## config.mk

```make
export PLATFORM = sky130hd
export DESIGN_NAME = alu_8bit_add_sub_mul_div_fma
export DESIGN_NICKNAME = d
export VERILOG_FILES = /design/src/rtl/alu8_pkg.sv /design/src/rtl/alu8_prep.sv /design/src/rtl/alu8_div_cell.sv /design/src/rtl/alu_8bit_add_sub_mul_div_fma.sv
export SDC_FILE = /design/constraint.sdc
export NUM_CORES = 1
export LEC_CHECK = 0
export BUFFER_PORTS_ARGS = -buffer_cell sky130_fd_sc_hd__buf_2
export CORE_MARGIN = 1.5
export CORE_UTILIZATION = 55
export CTS_BUF_LIST = sky130_fd_sc_hd__clkbuf_4
export DETAILED_ROUTE_END_ITERATION = 8
export GPL_ROUTABILITY_DRIVEN = 0
export PLACE_DENSITY = 0.75
export SLEW_MARGIN = 20
export SYNTH_ARGS = -nofsm -noshare
export SYNTH_HDL_FRONTEND = slang
export SYNTH_HIERARCHICAL = 1
export SYNTH_SLANG_ARGS = --single-unit
```

## constraint.sdc

```tcl
create_clock -name clock -period 8.2 [get_ports clock]
set_clock_uncertainty 0.2 [all_clocks]
set_input_delay 0.41 -clock clock [delete_from_list [all_inputs] [get_ports clock]]
set_output_delay 0.41 -clock clock [all_outputs]
set_load 0.01 [all_outputs]
```

## src/rtl/alu8_pkg.sv

```systemverilog
`default_nettype none
// ----------------------------------------------------------------------------
// alu8_pkg
// Shared types and constants for the 8-bit pipelined ALU.
// ----------------------------------------------------------------------------
package alu8_pkg;

   localparam int NUM_CELLS = 8;
   localparam int LATENCY   = NUM_CELLS + 2;

   typedef enum logic [2:0] {
      CMD_ADD  = 3'd0,
      CMD_SUB  = 3'd1,
      CMD_NEG  = 3'd2,
      CMD_MUL  = 3'd3,
      CMD_UDIV = 3'd4,
      CMD_SDIV = 3'd5,
      CMD_FMA  = 3'd6
   } cmd_type;

   localparam logic [2:0] CMD_UNUSED = 3'd7;

   typedef struct packed {
      logic       valid;
      logic       is_div;
      logic       flip;
      logic [7:0] num;
      logic [7:0] den;
      logic [8:0] part;
      logic [7:0] acc;
   } cell_data_type;

endpackage
// ----------------------------------------------------------------------------
`default_nettype wire

```

## src/rtl/alu8_prep.sv

```systemverilog
`default_nettype none
// ----------------------------------------------------------------------------
// alu8_prep
// Entry stage: computes the non-divide results and the divider operands.
// ----------------------------------------------------------------------------
module alu8_prep (
   input  wire                    clock,
   input  wire                    reset,
   input  wire                    accept,
   input  wire  [2:0]             command,
   input  wire  [7:0]             operand_a,
   input  wire  [7:0]             operand_b,
   input  wire  [7:0]             operand_c,
   output alu8_pkg::cell_data_type data_out
);
   import alu8_pkg::*;

   cell_data_type data_ff;
   cell_data_type data_in;
   logic [15:0]   product;
   logic [7:0]    mag_a;
   logic [7:0]    mag_b;

   assign product = operand_a * operand_b;
   assign mag_a   = operand_a[7] ? 8'(-operand_a) : operand_a;
   assign mag_b   = operand_b[7] ? 8'(-operand_b) : operand_b;

   always_comb begin
      data_in        = '0;
      data_in.valid  = accept;
      case (cmd_type'(command))
         CMD_ADD: data_in.acc = operand_a + operand_b;
         CMD_SUB: data_in.acc = operand_a - operand_b;
         CMD_NEG: data_in.acc = 8'(-operand_a);
         CMD_MUL: data_in.acc = product[7:0];
         CMD_FMA: data_in.acc = product[7:0] + operand_c;
         CMD_UDIV: begin
            data_in.is_div = 1'b1;
            data_in.num    = operand_a;
            data_in.den    = operand_b;
         end
         CMD_SDIV: begin
            data_in.is_div = 1'b1;
            data_in.flip   = operand_a[7] ^ operand_b[7];
            data_in.num    = mag_a;
            data_in.den    = mag_b;
         end
         default: data_in.acc = '0;
      endcase
   end

   always_ff @(posedge clock) begin
      if (reset) begin
         data_ff <= '0;
      end else begin
         data_ff <= data_in;
      end
   end

   assign data_out = data_ff;

endmodule
// ----------------------------------------------------------------------------
`default_nettype wire

```

## src/rtl/alu8_div_cell.sv

```systemverilog
`default_nettype none
// ----------------------------------------------------------------------------
// alu8_div_cell
// One restoring division step; other transactions pass through unchanged.
// ----------------------------------------------------------------------------
module alu8_div_cell (
   input  wire                    clock,
   input  wire                    reset,
   input  alu8_pkg::cell_data_type data_in,
   output alu8_pkg::cell_data_type data_out
);
   import alu8_pkg::*;

   cell_data_type data_ff;
   cell_data_type step_in;
   logic [8:0]    shifted;
   logic [9:0]    diff;
   logic          fits;

   assign shifted = {data_in.part[7:0], data_in.num[7]};
   assign diff    = {1'b0, shifted} - {2'b00, data_in.den};
   assign fits    = ~diff[9];

   always_comb begin
      step_in = data_in;
      if (data_in.is_div) begin
         step_in.num  = {data_in.num[6:0], 1'b0};
         step_in.part = fits ? diff[8:0] : shifted;
         step_in.acc  = {data_in.acc[6:0], fits};
      end
   end

   always_ff @(posedge clock) begin
      if (reset) begin
         data_ff <= '0;
      end else begin
         data_ff <= step_in;
      end
   end

   assign data_out = data_ff;

endmodule
// ----------------------------------------------------------------------------
`default_nettype wire

```

## src/rtl/alu_8bit_add_sub_mul_div_fma.sv

```systemverilog
`default_nettype none
// ----------------------------------------------------------------------------
// alu_8bit_add_sub_mul_div_fma
// Pipelined 8-bit ALU: add, sub, neg, mul, unsigned and signed divide, fma.
// ----------------------------------------------------------------------------
// The block accepts one transaction in every clock cycle and marks its
// result with rsp_valid for one cycle. Each transaction passes through the
// entry stage, a chain of eight restoring divider cells that each produce
// one quotient bit, and the output register that applies the sign of a
// signed quotient. All commands take the same path, so results leave in
// the order the transactions came in. The receiver cannot stall the
// block; busy is high only while reset is asserted.
// ----------------------------------------------------------------------------
module alu_8bit_add_sub_mul_div_fma (
   input  wire        clock,
   input  wire        reset,
   input  wire        start,
   output logic       busy,
   input  wire  [2:0] req_command,
   input  wire  [7:0] req_operand_a,
   input  wire  [7:0] req_operand_b,
   input  wire  [7:0] req_operand_c,
   output logic       rsp_valid,
   output logic [7:0] rsp_result
);
   import alu8_pkg::*;

   cell_data_type chain [NUM_CELLS+1];
   logic          rsp_valid_ff;
   logic [7:0]    rsp_result_ff;
   logic [7:0]    rsp_result_in;
   cell_data_type last;

   assign busy = reset;

   alu8_prep u_prep (
      .clock     (clock),
      .reset     (reset),
      .accept    (start & ~busy),
      .command   (req_command),
      .operand_a (req_operand_a),
      .operand_b (req_operand_b),
      .operand_c (req_operand_c),
      .data_out  (chain[0])
   );

   for (genvar i = 0; i < NUM_CELLS; i++) begin : g_cell
      alu8_div_cell u_cell (
         .clock    (clock),
         .reset    (reset),
         .data_in  (chain[i]),
         .data_out (chain[i+1])
      );
   end

   assign last          = chain[NUM_CELLS];
   assign rsp_result_in = last.flip ? 8'(-last.acc) : last.acc;

   always_ff @(posedge clock) begin
      rsp_result_ff <= rsp_result_in;
      if (reset) begin
         rsp_valid_ff <= 1'b0;
      end else begin
         rsp_valid_ff <= last.valid;
      end
   end

   assign rsp_valid  = rsp_valid_ff;
   assign rsp_result = rsp_result_ff;

endmodule
// ----------------------------------------------------------------------------
`default_nettype wire

```

== After elaboration in Yosys (flattened, before gate mapping) ==
Cells that the tools add are included.

* Add/sub/neg operators: 14
* $mul: 1
* Equal/unequal tests: 6
* Mux-type cells: 28
* Bitwise logic cells: 12
* Reduce and logical (&&, ||, !) cells: 9

{| class="wikitable"
|+ Operators with widths
! kind !! count
|-
| 8-bit two-way mux || 18
|-
| 16-bit two-way mux || 7
|-
| 9-bit by 8-bit subtractor with 10-bit output || 7
|-
| 8-bit one-hot mux with 5 select lines || 1
|-
| 16-bit one-hot mux with 2 select lines || 1
|-
| 8-bit negator || 3
|-
| 8-bit adder || 2
|-
| 2-bit OR reduction || 8
|-
| 1-bit NOT || 10
|-
| 3-bit equality test (second input constant) || 3
|-
| 1-bit by 8-bit subtractor with 9-bit output || 1
|-
| 8-bit by 8-bit multiplier with 8-bit output || 1
|-
| 8-bit subtractor || 1
|-
| 3-bit by 2-bit equality test with 1-bit output (second input constant) || 2
|-
| 3-bit by 1-bit equality test with 1-bit output (second input constant) || 1
|-
| 3-bit zero test || 1
|-
| 1-bit AND || 1
|-
| 1-bit two-way mux || 1
|-
| 1-bit bitwise XOR || 1
|}

* Bits in registers: 290
* Input port bits: 30

== Longest topological paths before layout ==
* Word-level depth: 3
* Gate-level depth with buffers: 18
* Gate-level depth less buffers: 17

== Modules after synthesis ==
The synthesis kept the hierarchy.

{| class="wikitable"
|+ Modules (own cells, without submodules)
! module !! instances !! cells each !! area an instance (µm²)
|-
| alu8_div_cell at g_cell[0].u_cell ... || 6 || 182 || 1707.9
|-
| alu8_prep || 1 || 373 || 2991.6
|-
| alu8_div_cell at g_cell[2].u_cell || 1 || 183 || 1736.7
|-
| alu8_div_cell at g_cell[3].u_cell || 1 || 182 || 1706.6
|-
| alu_8bit_add_sub_mul_div_fma || 1 || 32 || 350.3
|}

== Least setup slack after synthesis ==
OpenSTA, ideal clock, no wires.

* Path kind: input to register
* Start point: in req_operand_b[2]
* End point: reg u_prep.data_ff, in the netlist u_prep/data_out[7]
* Library setup time: 0.091 ns
* Arrival: 4.232 ns
* Path slack: 3.677 ns
* Stages: 16
* Path buffers: 1
* Cell sequence: clkbuf_1 and2_1 fa_1 inv_1 fa_1 fa_1 fa_1 inv_1 ha_1 xnor2_1 ha_1 a21o_1 a31oi_1 xnor2_1 mux2i_1 a311oi_1

* Word-level cells in the longest chain between the ends: 3
* Elaborated cells on any way between the ends: 5
* Those cells by class: add/sub: 3; mul: 1; mux: 1

{| class="wikitable"
|+ Ends and longest elaborated chain
! item !! RTL line !! source
|-
| start, declared || alu_8bit_add_sub_mul_div_fma.sv:21 || <nowiki>input wire [7:0] req_operand_b,</nowiki>
|-
| 8-bit by 8-bit multiplier with 8-bit output || alu8_prep.sv:24 || <nowiki>assign product = operand_a * operand_b;</nowiki>
|-
| 8-bit adder || alu8_prep.sv:36 || <nowiki>CMD_FMA: data_in.acc = product[7:0] + operand_c;</nowiki>
|-
| 8-bit one-hot mux with 5 select lines (*) || alu8_prep.sv:31 || <nowiki>case (cmd_type'(command))</nowiki>
|-
| end signal, assigned || alu8_prep.sv:56 || <nowiki>data_ff <= data_in;</nowiki>
|-
| end, declared || alu8_prep.sv:18 || <nowiki>cell_data_type data_ff;</nowiki>
|}

Mark *: on every way between the ends. The rest lies on a longest branch, timed or not.
A chain may end at the register's enable or synchronous reset.

== Final worst setup path ==
Ends and elaborated chain as after synthesis.

==> qor.yml <==
outcome: "finished, final reports clean"
design_area_um2: 15800
instances_no_fill: 2025
drt-initial-drc-count: 751
power_density_nw_per_um2: 191
ant_nets: 0
die_w_um: 166
postPlaceCellArea_um2: 14800
crit_path_end: "u_prep/data_out[7]"
vias_per_cell: 5.57
met3_length_mm: 1.17
cts_root_buffer: "clkbuf_4"
mostFrequentLayoutCell: "dfxtp_1"
wl_mm: 29.2
clk_pin_slew_ns: 0.08
cts_max_level: 3
wl_met2_mm: 14.6
die_height_um: 166
die_area_um2: 27400
maxSlewHeadroom_pct: 32.0
crit_fanout: 11
nets: 1798
cts_made_buffers: 68
port_buffers: 39
fillers: 2217
clockBufferDepth: 3
wl_per_cell_um: 14.4
path_cells: "dlygate4sd3_1 -> buf_2 -> and2_1 -> fa_1 -> inv_1 -> fa_1 -> fa_1 -> fa_1 -> inv_1 -> ha_1 -> xnor2_1 -> ha_1 -> a21o_1 -> a31oi_1 -> xnor2_1 -> mux2i_1 -> a311oi_1"
grt_pass1_wl_mm: 49.0
finalSetupViolCount: 0
num_rows: 59
cpPeakStageDelay_ns: 0.53
critical_path_arrival_ns: 5.07
startpoint_type: "input port"
placed_cells: 1893
fin_tns_setup_ns: 0
regToRegStartpoint: "g_cell[5].u_cell/data_out[34]"
cp_top_family: "adder cells"
p_leak_nw: 6.21
cts.repair.resized: 0
dp_hpwl_mm: 21.5
clock_sinks: 263
reg2reg_to: "g_cell[6].u_cell/data_out[15]"
r2r_cells: 5
fmax_mhz: 212
highest_layer: "met4"
drv_slew: 0
drt_pass1_iterations: 5
track_usage_pct: 21.7
grt_max_degree: 103
path_class: "input port to flip-flop"
vias: 11300
syn_area_per_cell_um2: 9.11
core_um2: 26000
drv_cap: 0
cpMaxStageDelayCell: "dlygate4sd3_1"
worstMarginPinSlew_ns: 1.02
initial_core_util_pct: 55.9
path_depth: 17
grt_overflow: 0
worstSkewPairLatency_ns: 0.63
path_common_cell: "fa_1"
synthCells: 1594
hp-class: "input port to flip-flop"
layout_common_cells: "263 x dfxtp_1, 224 x nor2_1, 131 x inv_1, 100 x ha_1, 99 x clkbuf_4"
syn2layout_area_growth_pct: 8.80
antenna_found_initial: 1
finalHoldViolations: 0
ioPinCount: 40
fin_crit_ns: 4.72
path_buf_inv: 4
drive_above_1_share_pct: 13.7
drt-met1-wl_mm: 12.4
startpoint: "req_operand_b[2]"
ff2ff_setup_slack_ns: 5.79
required_ns: 8.54
yosysWarnings: 6
drc_errors: 0
cp-end-kind: "flip-flop"
grt_pass1_vias: 11000
syn_area_um2: 14500
post-route-period-util_pct: 57.6
rsz0062_at_grt: "false"
peakVddDrop_mv: 0.106
cts_tree: "yes"
==> flip-flops by register name, summed over array words and instances (netlist names) <==
register	flops
rsp_result	8
u_prep/data_out	27
rsp_valid	1
g_cell.u_cell/data_out	227
==> where the power goes <==
part           leakage (nW)  internal [mW]  total [mW]  switching, mW
Sequential             2.13           1.31        1.32         0.0186
Combinational          3.58          0.252       0.596          0.344
Clock                 0.507          0.614        1.10          0.489
==> layout make-up <==
class	instances	area, um^2	area share [%]
sequential	263	5270	33.3
clock buffer	99	743	4.70
inverter	131	492	3.11
antenna	2	5.00	0.0317
multi-input combinational	1117	8310	52.6
tap	335	419	2.65
clock inverter	12	113	0.713
timing repair buffer	66	452	2.86
==> layer usage <==
layer	vias to the layer above	GRT usage, %
met4	0	9.70
met3	76	3.80
met5	-	0
met2	270	39.2
met1	5311	24.9
li1	5622	-
==> worst min path at each step <==
stage,start,end,slack (ns),cells past startpoint
after floorplan,g_cell[7].u_cell/data_out[0],rsp_result[0],0.15,0
after detailed placement,g_cell[7].u_cell/data_out[0],rsp_result[0],0.17,0
after global placement,g_cell[7].u_cell/data_out[0],rsp_result[0],0.16,0
final,reset,g_cell[7].u_cell/data_out[2],0.04,2
after global routing,req_operand_a[2],u_prep/data_out[27],0.02,3
after CTS,reset,g_cell[6].u_cell/data_out[22],0.004,2
==> repair_timing <==
| item | in CTS | in global routing |
|---|---|---|
| setup buffers | 0 | 0 |
| hold buffers | 19 | 0 |
| endpoints found under the setup margin | 0 | 0 |
| endpoints found under the hold margin | 18 | 0 |
==> metrics by stage <==
step	setup slack, ns	utilization (%)	hold WS, ns	power, mW
after global placement	3.49	56.8	0.164	1.91
after detailed placement	3.42	56.8	0.167	1.93
after floorplan	3.68	-	0.151	1.82
after global routing	3.34	60.8	0.0190	3.19
after CTS	3.56	60.8	0.00409	3.05
final	3.48	60.8	0.0450	3.02
Note: power is estimated with default switching activity, not from simulation.
